==> src/hw/rtl/tpv_pkg.sv <==
package tpv_pkg;

   localparam int CW = 24;
   localparam int FB = 16;
   localparam int QW = 32;
   localparam int PW = 2 * CW;
   localparam int XW = 2 * CW + 1;
   localparam int LOW = (XW + 1) / 2;
   localparam int HIW = XW - LOW;
   localparam int SW = 2 * XW + 2;
   localparam int DW = SW - 1;
   localparam int RW = DW + QW + 1;
   localparam int QN = QW + 1;
   localparam int LW = (SW > 4 * FB + QW) ? SW : 4 * FB + QW;

   typedef logic signed [CW-1:0] comp_type;
   typedef logic signed [PW-1:0] prod_type;
   typedef logic signed [XW-1:0] cross_type;
   typedef logic signed [SW-1:0] sum_type;

   typedef struct packed {
      logic          degen;
      logic          neg_u;
      logic          neg_v;
      logic [RW-1:0] rem_u;
      logic [RW-1:0] rem_v;
      logic [RW-1:0] den_sh;
      logic [QN-1:0] q_u;
      logic [QN-1:0] q_v;
   } div_type;

   localparam logic [QN-1:0] NEG_LIMIT = QN'(1) << (QW - 1);
   localparam logic [QN-1:0] POS_LIMIT = NEG_LIMIT - QN'(1);
   localparam logic [QW-1:0] MIN_RATE = QW'(1) << (QW - 1);
   localparam logic [QW-1:0] MAX_RATE = MIN_RATE - QW'(1);

endpackage

==> src/hw/rtl/tpv_div_step.sv <==
module tpv_div_step import tpv_pkg::*; (
   input  logic    clock,
   input  logic    reset,
   input  logic    advance,
   input  logic    in_valid,
   input  div_type in_data,
   output logic    out_valid,
   output div_type out_data
);

   div_type data_in;
   div_type data_ff;
   logic    valid_ff;
   logic    ge_u;
   logic    ge_v;

   always_comb begin
      ge_u           = in_data.rem_u >= in_data.den_sh;
      ge_v           = in_data.rem_v >= in_data.den_sh;
      data_in        = in_data;
      data_in.rem_u  = ge_u ? in_data.rem_u - in_data.den_sh : in_data.rem_u;
      data_in.rem_v  = ge_v ? in_data.rem_v - in_data.den_sh : in_data.rem_v;
      data_in.q_u    = {in_data.q_u[QN-2:0], ge_u};
      data_in.q_v    = {in_data.q_v[QN-2:0], ge_v};
      data_in.den_sh = in_data.den_sh >> 1;
   end

   always_ff @(posedge clock) begin
      if (reset) begin
         valid_ff <= 1'b0;
      end else if (advance) begin
         valid_ff <= in_valid;
      end
   end

   always_ff @(posedge clock) begin
      if (advance) begin
         data_ff <= data_in;
      end
   end

   assign out_valid = valid_ff;
   assign out_data  = data_ff;

endmodule

==> config.mk <==
export PLATFORM = sky130hd
export DESIGN_NAME = tpv_div_step
export DESIGN_NICKNAME = d
export VERILOG_FILES = /design/src/hw/rtl/tpv_pkg.sv /design/src/hw/rtl/tpv_div_step.sv
export SDC_FILE = /design/constraint.sdc
export NUM_CORES = 1
export LEC_CHECK = 0
export BUFFER_PORTS_ARGS = -buffer_cell sky130_fd_sc_hd__buf_4
export CAP_MARGIN = 0
export CORE_AREA = 3 3 363 365
export DETAILED_ROUTE_END_ITERATION = 16
export DIE_AREA = 0 0 366 368
export SLEW_MARGIN = 20
export SYNTH_ARGS = -nofsm -noshare
export SYNTH_HDL_FRONTEND = slang
export SYNTH_SLANG_ARGS = --single-unit
==> constraint.sdc <==
create_clock -name clock -period 8.05 [get_ports clock]
set_input_delay 1.61 -clock clock [delete_from_list [all_inputs] [get_ports clock]]
set_output_delay 1.61 -clock clock [all_outputs]
set_load 0.005 [all_outputs]
After elaboration in Yosys (flattened, before gate mapping)
Cells that the tools add are included.
{"block": "word_totals", "register_bits": 465, "out_inout_bits": 466, "input_bits": 469, "word_cells": 15}
{"block": "op_classes", "add_sub_neg": 2, "mux": 2, "order_cmp": 2}
{"operator": "132-bit >= comparator", "n": 2}
{"operator": "132-bit 2-to-1 mux", "n": 2}
{"operator": "132-bit subtractor", "n": 2}

Depth between registers and ports, before layout
{"block": "logic_depth", "word_depth": 2, "mapped_depth": 19, "ltp_nobuf": 16}

Worst setup path after synthesis
No wires, ideal clock.
{"block": "synth_path", "path_type": "input to register", "start": "in in_data[198] (netlist bit)", "end": "reg data_ff (netlist bit out_data[321]), data pin", "setup_ps": 268, "t_required_ps": 7782, "path_stages": 18, "setup_slack_ps": 2978, "n_path_buf": 4, "t_arrival_ps": 4804, "path_cell_list": "inv_1 -> ha_1 -> inv_1 -> fa_1 -> a211oi_1 -> o211a_1 -> o21ai_0 -> a21oi_1 -> o211ai_1 -> a2111oi_0 -> o21a_1 -> o31a_1 -> or2_1 -> buf_6 -> buf_6 -> buf_2 -> clkbuf_1 -> o21ai_0"}
{"element": "start: declaration", "line": "tpv_div_step.sv:6", "text": "input div_type in_data,"}
{"element": "end signal: assignment", "line": "tpv_div_step.sv:38", "text": "data_ff <= data_in;"}
{"element": "end: declaration", "line": "tpv_div_step.sv:12", "text": "div_type data_ff;"}

==> flow_summary_export.csv <==
group,metric,value,unit
outcome,status,"completed",
synth,yosys_warnings,0,
layout,finalInstanceArea,46200,µm²
route,drt_wl_total,175000,µm
clocking,numCtsBuffers,61,
grt,globalRouteOverflowTotal,0,
grt,grt_pass1_wl,243000,µm
critical_path,slowest_stage,"o211ai_1",
critical_path,crit_family,"compound AO/OA/AOI/OAI gates",
clocking,clk_pin_slew,0.06,ns
grt,antenna_found_initial,38,
place,routabilityCongestion,0.947,
route,drc,0,
place,placedCellCount,6527,
layout,synthToLayoutAreaGrowth,31.0,%
timing,finalMaxSlewViolations,0,
synth,synthArstFlopShare,0,
synth,synth.avg_cell_area,8.75,µm²
clocking,clk_latency,0.66,ns
timing,tns,0,ns
grt,grt_pass1_vias,33905,
critical_path,worst_ep_required_time,8.38,ns
synth,synthCells,4029,
critical_path,arrival,6.60,ns
critical_path,critPathMaxFanout,145,
timing,setup_viol,0,
clocking,ctsResizeCount,0,
synth,synthFlopType,"edfxtp_1",
clocking,holdBufCountCts,0,
layout,drive_gt1_frac,0.229,
synth,yosysSeqAreaShare,0.396,
critical_path,crit_buf_inv,4,
hold_path,min_path_type,"reg -> reg",
floorplan,die_h,368,µm
timing,fmax,159,MHz
run,cap_viol_max_count,0,
clocking,clockRootBuffer,"clkbuf_16",
floorplan,die-area,135000,µm²
layout,final_common_cell,"buf_4",
critical_path,critPathCaptureType,"flip-flop",
critical_path,reg2reg_slack,7.45,ns
power,ir_worst_vdd,0.173,mV
place,place_area,44000,µm²
route,vias,35312,
timing,fin_crit_sh,0.779,
clocking,cts_tree,"yes",
timing,holdWs,0.517,ns
critical_path,crit_path_frequent_cell,"inv_1",
synth,synth_fp_nets,4764,
critical_path,critical_path_class,"in -> reg",
synth,ys_types,78,
floorplan,io_pins,935,
layout,stdcell_count,6662,
route,vias_per_cell,5.30,
route,drt_first_pass_iters,8,
critical_path,crit_path_start_kind,"primary input",
timing,rsz0062_at_grt,"no",
synth,synth-edff-count,464,
synth,syn_area,35300,µm²
timing,fin_skew,0,ns
place,portBuffers,931,
floorplan,start_util,0.273,
clocking,cts_max_path_buffers,3,
place,dp_hpwl,148000,µm
clocking,clock_sinks,465,
synth,ys_ff_latch,465,
timing,hold_viol,0,
critical_path,path_cells,"buf_4 > inv_1 > ha_1 > inv_1 > fa_1 > a21o_1 > a221oi_1 > o2111ai_1 > a31oi_1 > nand4b_1 > a211oi_1 > o211ai_1 > a21oi_1 > nor2_4 > buf_12 > o21ai_0",
clocking,post-cts-setup-buffers,0,
power,p_per_area,196,nW/µm²
layout,nNetsFinal,5583,
layout,layout_common_cells,"971 x buf_4, 576 x nand2_1, 464 x o21ai_0, 464 x edfxtp_1, 397 x a21oi_1",
route,first_iter_violations,3395,
clocking,htreeDepth,2,
grt,grt_max_degree,146,
route,wire_per_inst,26.3,µm
critical_path,slowest_delay,0.73,ns
timing,post-route-min-period,6.27,ns
grt,grtUsageTotal,0.246,
route,ant_nets,0,
floorplan,rows,132,
floorplan,coreArea,129000,µm²
timing,slew_headroom,0.288,
power,leakagePower,19.3,nW
timing,tightest_slew,1.06,ns
floorplan,die_w,366,µm
stage by stage:
| stage | utilization | worst slack (ns) | total power (W) |
|---|---|---|---|
| floorplan | - | 2.98 | 0.00461 |
| global placement | 0.340 | 1.43 | 0.00607 |
| detailed placement | 0.340 | 1.40 | 0.00607 |
| CTS | 0.357 | 2.13 | 0.00911 |
| global route | 0.357 | 1.71 | 0.00946 |
| finish | 0.358 | 1.78 | 0.00905 |
state kept, by name (all words and copies together), names as in the netlist:
name       flops
out_valid      1
out_data     464
cell usage after synthesis (all sizes together) (25+ instances only):
library cell | instances | area [µm²]
ha | 264 | 3300
nand4 | 147 | 920
xnor2 | 139 | 1220
clkbuf | 189 | 709
nand3 | 41 | 205
a21oi | 397 | 1990
o21ai | 467 | 2340
edfxtp | 464 | 13900
nand2 | 577 | 2170
buf | 32 | 181
xor2 | 106 | 928
o21a | 57 | 428
a21o | 126 | 946
nor2 | 236 | 886
inv | 206 | 773
a21boi | 25 | 188
nor3 | 55 | 280
o21bai | 78 | 586
o31ai | 32 | 245
a31oi | 44 | 275
tightest hold or removal path: stages, from the launching register on:
cell,delay (ns)
dfxtp_1,0.33
mux2i_1,0.07
nor2_1,0.08
worst paths after layout:
kind / start / to / cells past startpoint
worst min register to register: out_valid / out_valid / 2
worst min-delay path: out_valid / out_valid / 2
worst max register to register: out_valid / out_valid / 2
worst max-delay path: in_data[330] / out_data[402] / 16
metal layers:
layer  vias to the layer above  global-route usage  share of wire
met3                       225              0.0747          0.095
li1                      16561                   -              -
met5                         -                   0        0.00093
met2                      1504               0.409           0.46
met4                        24              0.0615          0.026
met1                     16998               0.312           0.41
cells by family (layout without fill, tap and decap cells):
kind of cell | after synthesis | in the layout | share of synthesized area
compound gates | 1397 | 1397 | 0.240
xor+xnor | 245 | 245 | 0.0609
fa+ha+maj | 266 | 266 | 0.0948
buf+inv | 427 | 1298 | 0.0472
flops | 465 | 465 | 0.396
mux | 14 | 14 | 0.00426
other cells | 1 | 21 | 0.000106
simple gates | 1214 | 1214 | 0.157
layout make-up:
cell class / instances / area (µm²)
Clock buffer: 67 / 1570
Tap cell: 1742 / 2180
Clock inverter: 48 / 584
Fill cell: 13546 / 83000
Antenna cell: 20 / 50.0
Timing Repair Buffer: 977 / 7400
Sequential cell: 465 / 14000
Multi-Input combinational cell: 3137 / 19700
Inverter: 206 / 773
power breakdown:
group          switching [W]  total [W]  internal (W)
sequential         0.0000999    0.00313       0.00303
combinational        0.00177    0.00293       0.00117
clock                0.00124    0.00299       0.00175
total                0.00311    0.00905       0.00594
No activity file was read; power rests on OpenSTA's default activity.
